[config.mk]
export PLATFORM = sky130hd
export DESIGN_NAME = utf8_validating_decoder_unit
export DESIGN_NICKNAME = d
export VERILOG_FILES = /design/src/sv/utf8vd_pkg.sv /design/src/sv/utf8vd_scan.sv /design/src/sv/utf8_validating_decoder_unit.sv
export SDC_FILE = /design/constraint.sdc
export NUM_CORES = 1
export LEC_CHECK = 0
export BUFFER_PORTS_ARGS = -buffer_cell sky130_fd_sc_hd__buf_2
export CELL_PAD_IN_SITES_DETAIL_PLACEMENT = 1
export CELL_PAD_IN_SITES_GLOBAL_PLACEMENT = 1
export CORE_MARGIN = 2
export CORE_UTILIZATION = 45
export DETAILED_ROUTE_END_ITERATION = 7
export MAX_ROUTING_LAYER = met4
export PLACE_DENSITY_LB_ADDON = 0.1
export SYNTH_ARGS = -nofsm -noshare
export SYNTH_HDL_FRONTEND = slang
export SYNTH_SLANG_ARGS = --single-unit
[constraint.sdc]
create_clock -name clk -period 12.1 [get_ports clk]
set_input_delay 0.605 -clock clk [delete_from_list [all_inputs] [get_ports clk]]
set_output_delay 0.605 -clock clk [all_outputs]
set_load 0.02 [all_outputs]
[src/sv/utf8vd_pkg.sv]
`default_nettype none
package utf8vd_pkg;

  localparam int OFFSET_BITS = 32;
  localparam int OUT_OFFSET_W = 32;

  localparam logic [7:0] CONT_MASK    = 8'hc0;
  localparam logic [7:0] CONT_MARK    = 8'h80;
  localparam logic [7:0] CONT_PAYLOAD = 8'h3f;
  localparam logic [7:0] LEAD2_LOW    = 8'hc2;
  localparam logic [7:0] LEAD2_HIGH   = 8'hdf;
  localparam logic [7:0] LEAD4_HIGH   = 8'hf4;

  localparam logic [20:0] MIN2       = 21'h80;
  localparam logic [20:0] MIN3       = 21'h800;
  localparam logic [20:0] MIN4       = 21'h10000;
  localparam logic [20:0] SCALAR_MAX = 21'h10ffff;
  localparam logic [20:0] SURR_LOW   = 21'hd800;
  localparam logic [20:0] SURR_HIGH  = 21'hdfff;

  typedef enum logic [2:0] {
    KIND_SCALAR     = 3'd0,
    KIND_UNEXP_CONT = 3'd1,
    KIND_BAD_LEAD   = 3'd2,
    KIND_TRUNCATED  = 3'd3,
    KIND_BAD_CONT   = 3'd4,
    KIND_OVERLONG   = 3'd5,
    KIND_RANGE      = 3'd6,
    KIND_SURROGATE  = 3'd7
  } kind_t;

  typedef logic [3:0][7:0] byte4_t;

  typedef struct packed {
    logic        stop;
    kind_t       kind;
    logic [20:0] scalar;
    logic [2:0]  drop;
    logic [2:0]  length;
  } scan_res_t;

  function automatic logic is_cont(input logic [7:0] b);
    return (b & CONT_MASK) == CONT_MARK;
  endfunction

endpackage
`default_nettype wire

[src/sv/utf8vd_scan.sv]
`default_nettype none
module utf8vd_scan (
  input  utf8vd_pkg::byte4_t    bytes_i,
  input  logic [2:0]            count_i,
  input  logic                  final_i,
  output utf8vd_pkg::scan_res_t res_o
);
  import utf8vd_pkg::*;

  logic [7:0]  first;
  logic [7:0]  b1;
  logic [7:0]  b2;
  logic [7:0]  b3;
  logic [2:0]  len;
  logic        lead_ok;
  logic        cont_ok;
  logic [20:0] value;
  logic [20:0] minimum;

  assign first = bytes_i[0];
  assign b1    = bytes_i[1] & CONT_PAYLOAD;
  assign b2    = bytes_i[2] & CONT_PAYLOAD;
  assign b3    = bytes_i[3] & CONT_PAYLOAD;

  // lead classification
  always_comb begin
    lead_ok = 1'b1;
    len     = 3'd1;
    minimum = '0;
    if (first inside {[8'h00:8'h7f]}) begin
      len     = 3'd1;
      minimum = '0;
    end else if (first inside {[LEAD2_LOW:LEAD2_HIGH]}) begin
      len     = 3'd2;
      minimum = MIN2;
    end else if (first inside {[8'he0:8'hef]}) begin
      len     = 3'd3;
      minimum = MIN3;
    end else if (first inside {[8'hf0:LEAD4_HIGH]}) begin
      len     = 3'd4;
      minimum = MIN4;
    end else begin
      lead_ok = 1'b0;
    end
  end

  always_comb begin
    case (len)
      3'd1:    value = {14'd0, first[6:0]};
      3'd2:    value = {10'd0, first[4:0], b1[5:0]};
      3'd3:    value = {5'd0, first[3:0], b1[5:0], b2[5:0]};
      default: value = {first[2:0], b1[5:0], b2[5:0], b3[5:0]};
    endcase
  end

  assign cont_ok = (len < 3'd2 || is_cont(bytes_i[1]))
                && (len < 3'd3 || is_cont(bytes_i[2]))
                && (len < 3'd4 || is_cont(bytes_i[3]));

  always_comb begin
    res_o.stop   = 1'b0;
    res_o.kind   = KIND_SCALAR;
    res_o.scalar = '0;
    res_o.drop   = 3'd1;
    res_o.length = 3'd0;
    if (count_i == 3'd0) begin
      res_o.stop = 1'b1;
    end else if (!lead_ok) begin
      res_o.kind = is_cont(first) ? KIND_UNEXP_CONT : KIND_BAD_LEAD;
    end else if (count_i < len) begin
      if (final_i) begin
        res_o.kind = KIND_TRUNCATED;
      end else begin
        res_o.stop = 1'b1;
      end
    end else if (!cont_ok) begin
      res_o.kind = KIND_BAD_CONT;
    end else if (value < minimum) begin
      res_o.kind = KIND_OVERLONG;
    end else if (value > SCALAR_MAX) begin
      res_o.kind = KIND_RANGE;
    end else if (value >= SURR_LOW && value <= SURR_HIGH) begin
      res_o.kind = KIND_SURROGATE;
    end else begin
      res_o.scalar = value;
      res_o.drop   = len;
      res_o.length = len;
    end
  end

endmodule
`default_nettype wire

[src/sv/utf8_validating_decoder_unit.sv]
// Streaming UTF-8 decoder with strict validation.
// Input channel: one stream byte per request, in_end_of_input set on the
// stream's last byte. Result channel: one scalar or diagnostic per request
// with its kind, code point, offset and length; out_last_of_run marks
// the last result caused by an input byte. A byte that only extends a
// pending sequence causes no result.
// Path: an accepted byte is written into the held-byte buffer, the scan
// stage decodes it and the result is registered in the output register.
// Throughput: one input byte per cycle while in_stall is low. A byte causing
// k results (k up to 4) keeps the scan stage busy, one result per cycle
// from the held-byte buffer while out_stall allows; in_stall is high before
// the last result and the next byte is taken in the cycle of that result.
// When out_stall is high the output register holds its request and the
// scan stage waits with in_stall high; a byte is still taken while the
// scan stage has no result to deliver.
// Reset (synchronous, rst_n low) empties the held bytes, zeroes the byte
// offset and drops any undelivered result.
`default_nettype none
module utf8_validating_decoder_unit (
  input  wire  logic        clk,
  input  wire  logic        rst_n,
  input  wire  logic        in_valid,
  output logic              in_stall,
  input  wire  logic [7:0]  in_byte_value,
  input  wire  logic        in_end_of_input,
  output logic              out_valid,
  input  wire  logic        out_stall,
  output logic [2:0]        out_kind,
  output logic [20:0]       out_scalar,
  output logic [31:0]       out_offset,
  output logic [2:0]        out_length,
  output logic              out_last_of_run
);
  import utf8vd_pkg::*;

  byte4_t                   hold_r;
  logic [2:0]               count_r;
  logic                     fin_r;
  logic                     pending_r;
  logic [OFFSET_BITS-1:0]   pos_r;

  byte4_t                   hold_nxt;
  logic [2:0]               count_nxt;
  logic                     fin_nxt;
  logic                     pending_nxt;
  logic [OFFSET_BITS-1:0]   pos_nxt;

  logic                     out_valid_r;
  kind_t                    kind_r;
  logic [20:0]              scalar_r;
  logic [OFFSET_BITS-1:0]   offset_r;
  logic [2:0]               length_r;
  logic                     last_r;

  scan_res_t                res0;
  scan_res_t                res1;
  byte4_t                   shift_bytes;
  logic [2:0]               shift_count;
  logic                     busy;
  logic                     clear_now;
  logic                     out_free;
  logic                     fire;
  logic                     in_acc;
  byte4_t                   kept_bytes;
  logic [2:0]               kept_count;
  logic [OFFSET_BITS-1:0]   kept_pos;
  logic [1:0]               base_count;
  logic [OFFSET_BITS-1:0]   base_pos;

  utf8vd_scan u_scan_head (
    .bytes_i (hold_r),
    .count_i (count_r),
    .final_i (fin_r),
    .res_o   (res0)
  );

  // look ahead on the shifted buffer to flag the last result of a run
  utf8vd_scan u_scan_next (
    .bytes_i (shift_bytes),
    .count_i (shift_count),
    .final_i (fin_r),
    .res_o   (res1)
  );

  always_comb begin
    shift_bytes = hold_r;
    case (res0.drop)
      3'd1: begin
        shift_bytes[0] = hold_r[1];
        shift_bytes[1] = hold_r[2];
        shift_bytes[2] = hold_r[3];
      end
      3'd2: begin
        shift_bytes[0] = hold_r[2];
        shift_bytes[1] = hold_r[3];
      end
      3'd3: begin
        shift_bytes[0] = hold_r[3];
      end
      default: begin
        shift_bytes = hold_r;
      end
    endcase
  end

  assign shift_count = count_r - res0.drop;

  assign busy       = pending_r && !res0.stop;
  assign clear_now  = pending_r && fin_r;
  assign out_free   = !out_valid_r || !out_stall;
  assign fire       = busy && out_free;
  // the next byte may join in the cycle of the last result of a run
  assign in_stall   = busy && !(out_free && res1.stop);
  assign in_acc     = in_valid && !in_stall;
  assign kept_bytes = fire ? shift_bytes : hold_r;
  assign kept_count = fire ? shift_count : count_r;
  assign kept_pos   = fire ? pos_r + OFFSET_BITS'(res0.drop) : pos_r;
  assign base_count = clear_now ? 2'd0 : kept_count[1:0];
  assign base_pos   = clear_now ? '0 : kept_pos;

  always_comb begin
    hold_nxt    = kept_bytes;
    count_nxt   = kept_count;
    fin_nxt     = fin_r;
    pending_nxt = pending_r;
    pos_nxt     = kept_pos;
    if (in_acc) begin
      case (base_count)
        2'd0:    hold_nxt[0] = in_byte_value;
        2'd1:    hold_nxt[1] = in_byte_value;
        2'd2:    hold_nxt[2] = in_byte_value;
        default: hold_nxt[3] = in_byte_value;
      endcase
      count_nxt   = {1'b0, base_count} + 3'd1;
      fin_nxt     = in_end_of_input;
      pending_nxt = 1'b1;
      pos_nxt     = base_pos;
    end else if (pending_r && res0.stop) begin
      pending_nxt = 1'b0;
      if (fin_r) begin
        count_nxt = 3'd0;
        pos_nxt   = '0;
      end
    end
  end

  always_ff @(posedge clk) begin
    if (!rst_n) begin
      count_r     <= 3'd0;
      fin_r       <= 1'b0;
      pending_r   <= 1'b0;
      pos_r       <= '0;
      out_valid_r <= 1'b0;
    end else begin
      count_r   <= count_nxt;
      fin_r     <= fin_nxt;
      pending_r <= pending_nxt;
      pos_r     <= pos_nxt;
      if (fire) begin
        out_valid_r <= 1'b1;
      end else if (!out_stall) begin
        out_valid_r <= 1'b0;
      end
    end
  end

  always_ff @(posedge clk) begin
    hold_r <= hold_nxt;
    if (fire) begin
      kind_r   <= res0.kind;
      scalar_r <= res0.scalar;
      offset_r <= pos_r;
      length_r <= res0.length;
      last_r   <= res1.stop;
    end
  end

  assign out_valid       = out_valid_r;
  assign out_kind        = kind_r;
  assign out_scalar      = scalar_r;
  assign out_offset      = OUT_OFFSET_W'(offset_r);
  assign out_length      = length_r;
  assign out_last_of_run = last_r;

endmodule
`default_nettype wire

==> impl_metrics.toml <==
[sta]
fin_crit_sh_pct = 66.16
drv_slew = 0
setup_violations = 0
min_period_ns = 8.005
rsz0062_at_grt = "false"
finalHoldViolCount = 0
tns_ns = 0
fmax_mhz = 124.9
slew_headroom_pct = 23.28
finClkSkew_ns = 0.01049
tightest_slew_ns = 1.151

[layout]
layout_commonest_cell = "nor2_1"
nets = 719
area_growth_pct = 15.95
seq_area_sq_um = 3283
design_area_sq_um = 7705
n_fill_cell = 1582
num_antenna_cells = 0
drive_above_1_share_pct = 23.50
multi_input_area_sq_um = 3128
utilization_pct = 53.21
final_cell_mix = "nor2_1 (80), buf_2 (74), edfxtp_1 (68)"

[setup_path]
crit_type = "flip-flop to flip-flop"
cp.arrival_ns = 8.08
endpoint = "hold_r[26]"
reg2regPathDepth = 24
cp_max_fo = 22
crit_path_start = "hold_r[6]"
r2r_end = "hold_r[26]"
r2r_start = "hold_r[6]"
cp-start-kind = "flip-flop"
r2r_slack_ns = 4.10
cp-end-kind = "flip-flop"
crit_required_ns = 12.18

[worst_hold_path]
hold_path_class = "input pin to flip-flop"

[yosys]
synthesis.area_sq_um = 6645
async_flop_share_pct = 0
ys_seq_area_share_pct = 49.41
ys_types = 83
synth_edf_count = 68
synth_nets = 654
ys_top_cells_by_area = "edfxtp_1 (31%), dfxtp_1 (19%), mux2_4 (4.7%)"
yosysWarnings = 0
syn_inst = 624
synth_area_per_cell_sq_um = 10.65
synth_ff_type = "edfxtp_1"
yosysTopAreaCellShare_pct = 30.73
yosysTopAreaCell = "edfxtp_1"
ys_seq_elements = 130

[detailed_routing]
avgRoutedWirePerCell_um = 21.30
drt_iter0_drc = 368
detail_route.drc_violations = 0
via_per_inst = 5.831
ant_nets = 0
num_vias = 5166
first_pass_iters = 5
wl_mm = 18.87

[power]
total_power_mw = 2.052
p_per_area_nw_per_um2 = 266.3
ir_drop_mv = 0.1409
p_leak_nw = 2.974

[place]
dpl_cell_area_sq_um = 7136
gp_congestion = 0.9158
port_buffers = 74
dp_hpwl_mm = 13.38

[cts]
clock_path_buffers = 2
tritoncts = "done"
clock-sinks = 130
cts_hold_buf = 0
cts_buffers = 17
clockRootBuffer = "clkbuf_16"
clk_pin_slew_ns = 0.06
post_cts_buffers = 0
htree_levels = 4
clk_latency_ns = 0.42
cts_resized = 0

[grt]
grt_pass1_vias = 5347
grt_max_degree = 44
grt_first_pass_wirelength_mm = 30.63
track_usage_pct = 25.55
grt_antenna_before_repair = 0
gr-total-overflow = 0

[floorplan]
die-area_sq_um = 15760
die_h_um = 125.5
rows = 44
initial_core_util_pct = 45.90
io_pins = 75
coreArea_sq_um = 14480
die-width_um = 125.5

[job]
cap_violations = 0

[status]
outcome = "complete, no violations"
## state kept, by name, summed over array words and instances (netlist names), 3 cells and up
register	count
hold_r	32
out_scalar	21
out_length	3
count_r	3
out_offset	32
pos_r	32
out_kind	3
## stage by stage
step | cells | worst slack (ns) | hold WS (ns)
2_1_floorplan | 624 | 5.556 | 0.4280
3_3_place_gp | 854 | 4.641 | 0.4421
3_5_place_dp | 854 | 4.245 | 0.4476
4_1_cts | 886 | 4.179 | 0.3699
5_1_grt | 886 | 3.457 | 0.3837
6_report | 886 | 4.095 | 0.3883
## where the power goes
group	internal (mW)	total (mW)	switching (mW)
Combinational	0.354	0.860	0.507
Sequential	0.566	0.693	0.127
Clock	0.290	0.499	0.208
Total	1.21	2.05	0.842
## per-layer routing
metal  up-vias  track usage, %  share of wire, %
met5         -               -                 0
met3        30           5.434               5.0
li1       2425               -                 -
met4         0           7.059               1.8
met2       157           40.10                47
met1      2554           33.66                46
## layout make-up
cell class,instances,share of cell area [%]
clock buffer,18,5.700
multi-input combinational,441,40.60
tap,184,2.988
inverter,17,0.8282
sequential,130,42.61
clock inverter,14,1.689
timing repair buffer,82,5.586
## kinds of logic after synthesis
kind of cell    Yosys count  share of synthesized area [%]
simple gates            223                          16.36
compound gates          134                          16.10
flops                   130                          49.41
buf+inv                  53                          3.521
mux                      35                          6.967
xor+xnor                 32                          4.218
fa+ha+maj                17                          3.427
## worst max-delay path, stage by stage (launching register included)
cell       delay (ns)
dfxtp_1          0.52
nand4_1          0.24
nor3_2           0.19
buf_4            0.27
clkinv_1         0.32
buf_4            0.31
o22ai_1          0.20
ha_1             0.17
nor2_1           0.04
o21ai_0          0.07
a221oi_1         0.14
nor3_1           0.44
nand3_1          0.83
nor2_1           0.55
inv_1            0.11
fa_1             0.41
xor2_1           0.18
xnor2_1          0.29
ha_1             0.32
o21a_1           0.11
o32ai_1          0.21
o31ai_1          0.17
a2111oi_4        0.71
or2_0            0.40
and2_1           0.43
## cell usage after synthesis (10+ instances only)
| cell type | number |
|---|---|
| dfxtp_1 | 62 |
| nand3_1 | 14 |
| o21ai_0 | 18 |
| inv_1 | 15 |
| a22oi_1 | 15 |
| clkbuf_1 | 24 |
| a21oi_1 | 20 |
| ha_1 | 15 |
| nand2_1 | 49 |
| and2_1 | 10 |
| nor2_1 | 80 |
| nor3_1 | 17 |
| mux2_4 | 21 |
| edfxtp_1 | 68 |
| xnor2_1 | 12 |
| xor2_1 | 20 |
## worst min path at each step
stage	startpoint	to	slack, ns	cells past startpoint
floorplan	pos_r[31]	out_offset[31]	0.43	0
global placement	pos_r[31]	out_offset[31]	0.44	0
detailed placement	pos_r[31]	out_offset[31]	0.45	0
CTS	in_byte_value[0]	hold_r[24]	0.37	1
global route	in_byte_value[0]	hold_r[24]	0.38	1
finish	in_byte_value[0]	hold_r[24]	0.39	1
Note: power is estimated with default switching activity, not from simulation.
